## config.mk

```make
export PLATFORM = sky130hd
export DESIGN_NAME = lc2k_ctrl
export DESIGN_NICKNAME = d
export VERILOG_FILES = /design/src/design/lc2k_pkg.sv /design/src/design/lc2k_ctrl.sv
export SDC_FILE = /design/constraint.sdc
export NUM_CORES = 1
export LEC_CHECK = 0
export ABC_CLOCK_PERIOD_IN_PS = 5000
export BUFFER_PORTS_ARGS = -buffer_cell sky130_fd_sc_hd__buf_4
export CORE_AREA = 5 5 42 44
export DETAILED_ROUTE_END_ITERATION = 7
export DIE_AREA = 0 0 47 49
export PLACE_DENSITY = 0.8
export SLEW_MARGIN = 0
export SYNTH_ARGS = -nofsm -noshare
export SYNTH_HDL_FRONTEND = slang
export SYNTH_SLANG_ARGS = --single-unit
```

## constraint.sdc

```tcl
create_clock -name clk_i -period 5 [get_ports clk_i]
set_input_delay 0.75 -clock clk_i [delete_from_list [all_inputs] [get_ports clk_i]]
set_output_delay 0.75 -clock clk_i [all_outputs]
set_load 0.02 [all_outputs]
```

## src/design/lc2k_pkg.sv

```systemverilog
`default_nettype none

package lc2k_pkg;

  localparam int unsigned MEM_WORDS_DEF = 65536;
  localparam int unsigned REG_COUNT     = 8;
  localparam int unsigned REG_AW        = 3;
  localparam int unsigned WORD_W        = 32;
  localparam int unsigned FIELD_AW      = 16;
  localparam int unsigned OFFSET_W      = 16;
  localparam int unsigned OP_W          = 3;

  localparam int unsigned OP_LSB = 22;
  localparam int unsigned RA_LSB = 19;
  localparam int unsigned RB_LSB = 16;
  localparam int unsigned RD_LSB = 0;

  localparam logic REQ_LOAD = 1'b0;
  localparam logic REQ_STEP = 1'b1;

  typedef enum logic [OP_W-1:0] {
    OP_ADD  = 3'd0,
    OP_NOR  = 3'd1,
    OP_LW   = 3'd2,
    OP_SW   = 3'd3,
    OP_BEQ  = 3'd4,
    OP_JALR = 3'd5,
    OP_HALT = 3'd6,
    OP_NOOP = 3'd7
  } lc2k_op_e;

  typedef struct packed {
    logic clear_we;
    logic accept;
    logic fetch;
    logic decode;
    logic wrap_start;
    logic commit;
    logic load_wb;
    logic out_load;
  } lc2k_cmd_t;

  typedef struct packed {
    logic clear_last;
    logic halted;
    logic wrap_done;
    logic needs_wrap;
    logic is_lw;
    logic out_free;
  } lc2k_sts_t;

endpackage

`default_nettype wire

```

## src/design/lc2k_ctrl.sv

```systemverilog
`default_nettype none

module lc2k_ctrl import lc2k_pkg::*; (
  input  wire logic      clk_i,
  input  wire logic      rst_ni,
  input  wire logic      req_valid_i,
  input  wire logic      req_type_i,
  output logic           req_ready_o,
  input  wire lc2k_sts_t sts_i,
  output lc2k_cmd_t      cmd_o
);

  typedef enum logic [8:0] {
    S_CLEAR  = 9'b000000001,
    S_IDLE   = 9'b000000010,
    S_LDW    = 9'b000000100,
    S_FETCH  = 9'b000001000,
    S_DECODE = 9'b000010000,
    S_EXEC   = 9'b000100000,
    S_WRAP   = 9'b001000000,
    S_LOAD   = 9'b010000000,
    S_DONE   = 9'b100000000
  } lc2k_state_e;

  lc2k_state_e state_q;
  lc2k_state_e state_d;

  always_comb begin
    state_d     = state_q;
    cmd_o       = '0;
    req_ready_o = 1'b0;
    case (state_q)
      S_CLEAR: begin
        cmd_o.clear_we = 1'b1;
        if (sts_i.clear_last) begin
          state_d = S_IDLE;
        end
      end
      S_IDLE: begin
        req_ready_o = 1'b1;
        if (req_valid_i) begin
          cmd_o.accept = 1'b1;
          if (req_type_i == REQ_LOAD) begin
            state_d = S_LDW;
          end else if (sts_i.halted) begin
            state_d = S_DONE;
          end else begin
            state_d = S_FETCH;
          end
        end
      end
      S_LDW: begin
        cmd_o.wrap_start = 1'b1;
        state_d          = S_WRAP;
      end
      S_FETCH: begin
        cmd_o.fetch = 1'b1;
        state_d     = S_DECODE;
      end
      S_DECODE: begin
        cmd_o.decode = 1'b1;
        state_d      = S_EXEC;
      end
      S_EXEC: begin
        if (sts_i.needs_wrap) begin
          cmd_o.wrap_start = 1'b1;
          state_d          = S_WRAP;
        end else begin
          cmd_o.commit = 1'b1;
          state_d      = S_DONE;
        end
      end
      S_WRAP: begin
        if (sts_i.wrap_done) begin
          cmd_o.commit = 1'b1;
          state_d      = sts_i.is_lw ? S_LOAD : S_DONE;
        end
      end
      S_LOAD: begin
        cmd_o.load_wb = 1'b1;
        state_d       = S_DONE;
      end
      S_DONE: begin
        if (sts_i.out_free) begin
          cmd_o.out_load = 1'b1;
          state_d        = S_IDLE;
        end
      end
      default: begin
        state_d = S_IDLE;
      end
    endcase
  end

  always_ff @(posedge clk_i or negedge rst_ni) begin
    if (!rst_ni) begin
      state_q <= S_CLEAR;
    end else begin
      state_q <= state_d;
    end
  end

endmodule

`default_nettype wire

```

; Word-level counts from Yosys, hierarchy flattened
; Index checks and enable logic that the tools add are counted.
[op_classes]
eq_ne = 13
muxes = 23
n_reduce_logical = 1
[ops]
columns = operator, count
row1 = $pmux 9 s9, 1
row2 = $mux 9, 8
row3 = $mux 1, 12
row4 = $eq 9x1->1 const B, 1
row5 = $eq 9x2->1 const B, 1
row6 = $eq 9x3->1 const B, 1
row7 = $eq 9x4->1 const B, 1
row8 = $eq 9x5->1 const B, 1
row9 = $eq 9x6->1 const B, 1
row10 = $eq 9x7->1 const B, 1
row11 = $eq 9x8->1 const B, 1
row12 = $eq 9x9->1 const B, 1
row13 = $ne 2x2->1 const B, 4
row14 = $pmux 1 s2, 2
row15 = $reduce_and 4->1, 1
[totals]
register_bits = 9
input_bits = 10
out_inout_bits = 9
word_cells = 38

; Logic depth before layout (Yosys ltp)
; Gate-level depths: netlist of run 1.
[logic_depth]
ltp_word = 4
ltp_mapped = 4
depth_no_buf = 4

; Worst setup path after synthesis of run 1
; OpenSTA, ideal clock, no wires.
[synth_path]
path_type = reg-to-output
from = register state_q[1]
to = output cmd_o[3] (netlist bit)
arrival_ps = 1821
t_required_ps = 4250
path_slack_ps = 2429
stages_incl_launch_ff = 4
n_path_buf = 0
cell_sequence = dfrtp_1 nor4_1 or2b_2 nor4_1
[synth_lines]
columns = item, line_no
row1 = "start, declared", lc2k_ctrl.sv:25  ; lc2k_state_e state_q;
row2 = "start signal, assigned", lc2k_ctrl.sv:99  ; state_q <= state_d;
row3 = "end, declared", lc2k_ctrl.sv:10  ; output lc2k_cmd_t cmd_o

==> impl_metrics.env, run 1 <==
export IMPL_outcome="finished clean"
export IMPL_drtPass1Iterations=4
export IMPL_vias=574
export IMPL_critical_path_required_ns=4.25
export IMPL_initial_utilization_pct=44.73
export IMPL_regMostFlops="state_q"
export IMPL_setup_viol_count_final=0
export IMPL_htree_levels=1
export IMPL_grt_overflow=0
export IMPL_antenna_found_initial=0
export IMPL_syn_cell_area_um2=626.9
export IMPL_die_area_mm2=0.002303
export IMPL_synth_fp_nets=73
export IMPL_path_clk_slew_ns=0.05
export IMPL_drtIter0Drc=9
export IMPL_top_regs="state_q (9)"
export IMPL_clk_path_buf_depth=2
export IMPL_postCtsHoldBufs=0
export IMPL_grt_max_degree=10
export IMPL_end_kind="output port"
export IMPL_fin_worst_skew_ns=0.002813
export IMPL_fmax_mhz=359.0
export IMPL_die_y_um=49
export IMPL_power_mw=0.3747
export IMPL_p_per_area_mw_per_mm2=463.6
export IMPL_ant_nets=0
export IMPL_routedWlPerCell_um=14.02
export IMPL_yosys_register_bits=9
export IMPL_period_needed_ns=2.785
export IMPL_grt_pass1_wl_mm=2.511
export IMPL_largest_register_ffs=9
export IMPL_p_leak_nw=0.3767
export IMPL_via_per_inst=5.683
export IMPL_grt_pass1_vias=558
export IMPL_clk_latency_ns=0.25
export IMPL_place_area_um2=782.0
export IMPL_finalInstanceArea_um2=808.3
export IMPL_relSlewSlack_pct=68.21
export IMPL_insertedDiodeCount=0
export IMPL_cts_tree="done"
export IMPL_synthCells=63
export IMPL_whs_ns=0.3045
export IMPL_yosys_warnings=0
export IMPL_hold_viol_final=0
export IMPL_drv_slew=0
export IMPL_clock_sinks=9
export IMPL_clockRootBuffer="clkbuf_4"
export IMPL_layout_drive_gt1_share_pct=41.18
export IMPL_dp_hpwl_mm=1.234
export IMPL_yosysSeqAreaShare_pct=36.13
export IMPL_area_growth_pct=28.94
export IMPL_port_buffers=18
export IMPL_drc=0
export IMPL_worstSetupPathType="reg2out"
export IMPL_grt_util_all_layers_pct=14.53
export IMPL_cts_buffers_inserted=3
export IMPL_rsz0062_at_grt="false"
export IMPL_postCtsSetupBuffers=0
export IMPL_die_w_um=47
export IMPL_start_kind="flop"
export IMPL_routabilityCongestion=0.8037
export IMPL_tns_ns=0
export IMPL_hp_class="in2async"
export IMPL_io_pins=19
export IMPL_maxCapViolCount=0
export IMPL_syn_avg_cell_area_um2=9.950
export IMPL_min_period_over_period_pct=55.70
export IMPL_ir_worst_vdd_uv=318.6
export IMPL_nets=96
export IMPL_wl_mm=1.416
export IMPL_synth_distinct_cells=36
export IMPL_arrival_ns=2.04
export IMPL_cts_repair_resized=0
export IMPL_worst_pin_slew_ns=0.4730
export IMPL_coreArea_mm2=0.001401
export IMPL_critical_path_peak_fanout=6
export IMPL_core_rowCount=14
## power by group
| group | internal [mW] | switching, mW | total, mW | leakage, nW |
|---|---|---|---|---|
| sequential | 0.0854 | 0.0177 | 0.103 | 0.118 |
| combinational | 0.100 | 0.119 | 0.219 | 0.243 |
| clock | 0.0305 | 0.0220 | 0.0525 | 0.0150 |
## placed cells by master, fill, tap and decap left out, types with 2 or more instances in the layout
cell	synthesis	routed
and2_1	2	2
buf_4	0	18
clkbuf_4	0	3
dfrtp_1	8	8
inv_1	4	4
nand2_1	3	3
nand2b_1	4	4
nor2_1	5	5
nor2b_1	2	2
nor3_1	4	4
nor4_1	3	3
or3_1	2	2
## critical path, cell delays in order, from the launching register on
cell and delay, ns:
dfrtp_1 0.42, nor4_1 0.43, or2b_2 0.36, nor4_1 0.35, buf_4 0.22
## path summary, 6_finish.rpt
check / depth (start not counted) / start / endpoint / slack [ns]
max: 4 / state_q[1] / cmd_o[3] / 2.21
min: 1 / rst_ni / state_q[2] / 0.30
max reg2reg: 4 / state_q[5] / state_q[1] / 3.04
min reg2reg: 1 / state_q[1] / state_q[1] / 0.62
max in group asynchronous: 1 / rst_ni / state_q[0] / 4.49
min in group clk_i: 1 / state_q[1] / state_q[1] / 0.62
## cells in the mapped netlist
| cell type | number | area share [%] |
|---|---|---|
| o221ai_4 | 1 | 4.2 |
| a221oi_1 | 1 | 1.4 |
| o21bai_1 | 1 | 1.2 |
| a221oi_2 | 1 | 2.4 |
| nand2_1 | 3 | 1.8 |
| nor3_2 | 1 | 1.6 |
| nor4_1 | 3 | 3.0 |
| nor3_1 | 4 | 3.2 |
| nor3b_1 | 1 | 1.2 |
| or2b_2 | 1 | 1.4 |
| or4_4 | 1 | 1.8 |
| mux2_4 | 1 | 2.4 |
| or4b_2 | 1 | 1.6 |
| a31o_2 | 1 | 1.4 |
| or3_1 | 2 | 2.0 |
| and3_2 | 1 | 1.2 |
| inv_1 | 4 | 2.4 |
| nor2_1 | 5 | 3.0 |
| nand3_1 | 1 | 0.80 |
| dfstp_2 | 1 | 4.2 |
| nand4b_1 | 1 | 1.4 |
| o21ai_0 | 1 | 0.80 |
| dfrtp_1 | 8 | 32 |
| nor2b_1 | 2 | 2.0 |
| nor4_2 | 1 | 2.0 |
| o311ai_1 | 1 | 1.4 |
| nor4b_2 | 1 | 2.4 |
| o22a_2 | 1 | 1.6 |
| nand2b_1 | 4 | 4.0 |
| mux2i_1 | 1 | 1.6 |
| or4_1 | 1 | 1.2 |
| or4b_1 | 1 | 1.6 |
| o31ai_1 | 1 | 1.2 |
| xnor2_1 | 1 | 1.4 |
| and2_1 | 2 | 2.0 |
| or2_4 | 1 | 1.4 |
## cells by family (layout without fill, tap and decap cells)
logic type | count (synthesis) | after routing | share of synthesized area, %
compound gates | 9 | 9 | 15.57
xor+xnor | 1 | 1 | 1.397
buf+inv | 4 | 26 | 2.395
flops | 9 | 9 | 36.13
mux | 2 | 2 | 3.991
simple gates | 38 | 38 | 40.52
## stage by stage
step / setup slack [ns] / utilization [%] / instances
floorplan: 2.429 / - / 63
global placement: 2.463 / 55.80 / 97
detailed placement: 2.456 / 55.80 / 97
CTS: 2.177 / 57.68 / 101
global route: 1.988 / 57.68 / 101
finish: 2.215 / 57.68 / 101
## layout make-up
| type | instances | area (um2) |
|---|---|---|
| fillers | 131 | 593.1 |
| multi-input cells | 50 | 385.4 |
| flip-flops and latches | 9 | 226.5 |
| repair buffers | 18 | 135.1 |
| clock buffers | 4 | 26.28 |
| well taps | 16 | 20.02 |
| inverters | 4 | 15.01 |
## routing by layer
layer	wire (um)	track usage, %	up-vias
met4	16	5.530	0
met2	705	21.95	22
met3	70	1.107	2
met1	624	20.96	267
met5	0	0	-
li1	-	-	283
Power figures use the tool's default switching activity.
==> run 2, diff against run 1 <==
--- a/config.mk
+++ b/config.mk
@@ -5,12 +5,12 @@
 export SDC_FILE = /design/constraint.sdc
 export NUM_CORES = 1
 export LEC_CHECK = 0
-export ABC_CLOCK_PERIOD_IN_PS = 5000
+export ABC_CLOCK_PERIOD_IN_PS = 2400
 export BUFFER_PORTS_ARGS = -buffer_cell sky130_fd_sc_hd__buf_4
-export CORE_AREA = 5 5 42 44
+export CORE_MARGIN = 5
+export CORE_UTILIZATION = 44
 export DETAILED_ROUTE_END_ITERATION = 7
-export DIE_AREA = 0 0 47 49
-export PLACE_DENSITY = 0.8
+export PLACE_DENSITY = 0.79
 export SLEW_MARGIN = 0
 export SYNTH_ARGS = -nofsm -noshare
 export SYNTH_HDL_FRONTEND = slang
==> constraint.sdc (replaced) <==
create_clock -name clk_i -period 2.4 [get_ports clk_i]
set_input_delay 0.36 -clock clk_i [delete_from_list [all_inputs] [get_ports clk_i]]
set_output_delay 0.36 -clock clk_i [all_outputs]
set_load 0.02 [all_outputs]
==> run 2 against run 1 <==
Cell area is 3.4% higher. Largest power group unchanged. Hold slack got worse by 0.048 ns. Clock skew hardly changed. Combinational power is 120% higher. Via count increased by 3.5%.
==> impl_metrics.env, run 2 (same netlist as run 1, synthesis figures left out) <==
export IMPL_hp_class="in2reg"
export IMPL_path_clk_slew_ns=0.06
export IMPL_clk_path_buf_depth=2
export IMPL_routabilityCongestion=0.8045
export IMPL_min_period_over_period_pct=96.43
export IMPL_p_int_mw=0.4634
export IMPL_final_common_cell="buf_4"
export IMPL_place_inst=96
export IMPL_critPathMaxStageDelay_ns=0.60
export IMPL_area_growth_pct=33.33
export IMPL_die_area_mm2=0.002280
export IMPL_outcome="finished clean"
export IMPL_routedWlPerCell_um=15.19
export IMPL_regMostFlops="state_q"
export IMPL_drtPass1Iterations=4
export IMPL_rsz0062_at_grt="true"
export IMPL_cp_num_buf_inv=1
export IMPL_clock_sinks=9
export IMPL_coreArea_mm2=0.001318
export IMPL_grt_overflow=0
export IMPL_worst_pin_slew_ns=0.5375
export IMPL_maxCapViolCount=0
export IMPL_ir_worst_vdd_uv=601.4
export IMPL_worstSetupPathType="reg2out"
export IMPL_nets=97
export IMPL_place_ws_ns=0.1935
export IMPL_final_core_util_pct=63.44
export IMPL_drc=0
export IMPL_dp_hpwl_mm=1.219
export IMPL_power_mw=0.8133
export IMPL_via_per_inst=5.881
export IMPL_whs_ns=0.2566
export IMPL_finalNonFillerCells=101
export IMPL_core_rowCount=13
export IMPL_layout_drive_gt1_share_pct=43.02
export IMPL_drv_slew=0
export IMPL_setup_viol_count_final=0
export IMPL_fin_ws_ns=0.08564
export IMPL_die_w_um=47.75
export IMPL_combPwrFrac_pct=59.1
export IMPL_switchingPower_mw=0.3499
export IMPL_relSlewSlack_pct=63.87
export IMPL_period_needed_ns=2.314
export IMPL_cpLargestDelayFamily="simple AND/OR/NAND/NOR gates"
export IMPL_antenna_found_initial=0
export IMPL_p_per_area_mw_per_mm2=973.1
export IMPL_arrival_ns=1.95
export IMPL_cts_tree="done"
export IMPL_ant_nets=0
export IMPL_fmax_mhz=432.1
export IMPL_initial_utilization_pct=47.58
export IMPL_top_regs="state_q (9)"
export IMPL_p_seq_share_pct=27.1
export IMPL_clkPwrFrac_pct=13.8
export IMPL_cts_buffers_inserted=3
export IMPL_critical_path_required_ns=2.04
export IMPL_insertedDiodeCount=0
export IMPL_final_cell_mix="18 x buf_4, 8 x dfrtp_1, 5 x nor2_1"
export IMPL_htree_levels=1
export IMPL_swShare_pct=43.02
export IMPL_clk_latency_ns=0.25
export IMPL_crit_chain="or4_1 -> nor4_1 -> a31o_2 -> buf_4"
export IMPL_vias=594
export IMPL_largest_register_ffs=9
export IMPL_die_y_um=47.75
export IMPL_grt_max_degree=10
export IMPL_drtIter0Drc=5
export IMPL_p_leak_nw=0.3822
export IMPL_fin_worst_skew_ns=0.002682
export IMPL_crit_slowest_cell="or4_1"
export IMPL_port_buffers=18
export IMPL_io_pins=19
export IMPL_hold_viol_final=0
export IMPL_grt_util_all_layers_pct=15.22
export IMPL_critical_path_peak_fanout=6
export IMPL_start_kind="flop"
export IMPL_wl_mm=1.534
export IMPL_grt_pass1_wl_mm=2.373
export IMPL_clockRootBuffer="clkbuf_4"
export IMPL_end_kind="output port"
export IMPL_grt_pass1_vias=579
export IMPL_fill_cells=107
-- run 2: stage by stage --
step / instance area, um2 / setup TNS [ns]
5_1_grt: 835.8 / -0.0002716
2_1_floorplan: 626.9 / 0
6_report: 835.8 / 0
3_5_place_dp: 780.7 / 0
4_1_cts: 823.3 / 0
3_3_place_gp: 780.7 / 0
-- run 2: routing by layer --
metal | track usage [%] | part of all wire, %
met1 | 19.53 | 41
met2 | 25.33 | 51
met3 | 1.128 | 6.8
met4 | 8.065 | 1.1
met5 | 0 | 0
-- run 2: power by group through the flow --
stage	Sequential (mW)	Combinational (mW)	Clock, mW
2_1_floorplan	0.208	0.340	0
3_3_place_gp	0.215	0.450	0
3_5_place_dp	0.217	0.451	0
4_1_cts	0.217	0.460	0.116
5_1_grt	0.228	0.512	0.121
6_report	0.221	0.481	0.112
-- run 2: final cells by class --
cell class | count | area [um2] | share of cell area, %
flip-flops and latches | 9 | 226.5 | 27.10
clock buffers | 4 | 26.28 | 3.144
well taps | 15 | 18.77 | 2.246
multi-input cells | 50 | 404.1 | 48.35
repair buffers | 19 | 145.1 | 17.37
inverters | 4 | 15.01 | 1.796
-- run 2: worst paths after layout --
kind	endpoint	slack (ns)	startpoint	cells after the start
worst max register to register	state_q[1]	0.38	state_q[5]	4
worst min register to register	state_q[1]	0.65	state_q[1]	1
worst max-delay path	cmd_o[2]	0.09	state_q[1]	4
worst min-delay path	state_q[3]	0.26	sts_i[4]	2
max in group asynchronous	state_q[0]	1.71	rst_ni	2
min in group asynchronous	state_q[1]	0.47	rst_ni	2
-- run 2: timing repair --
| item | 4_1_cts | 5_1_grt |
|---|---|---|
| endpoints found under the setup margin | 1 | 2 |
| buffers inserted | 0 | 0 |
| cloned | 0 | 0 |
| resized for setup | 1 | 2 |
| hold buffers | 1 | 0 |
| endpoints found under the hold margin | 8 | 0 |
| pin swaps | 0 | 0 |
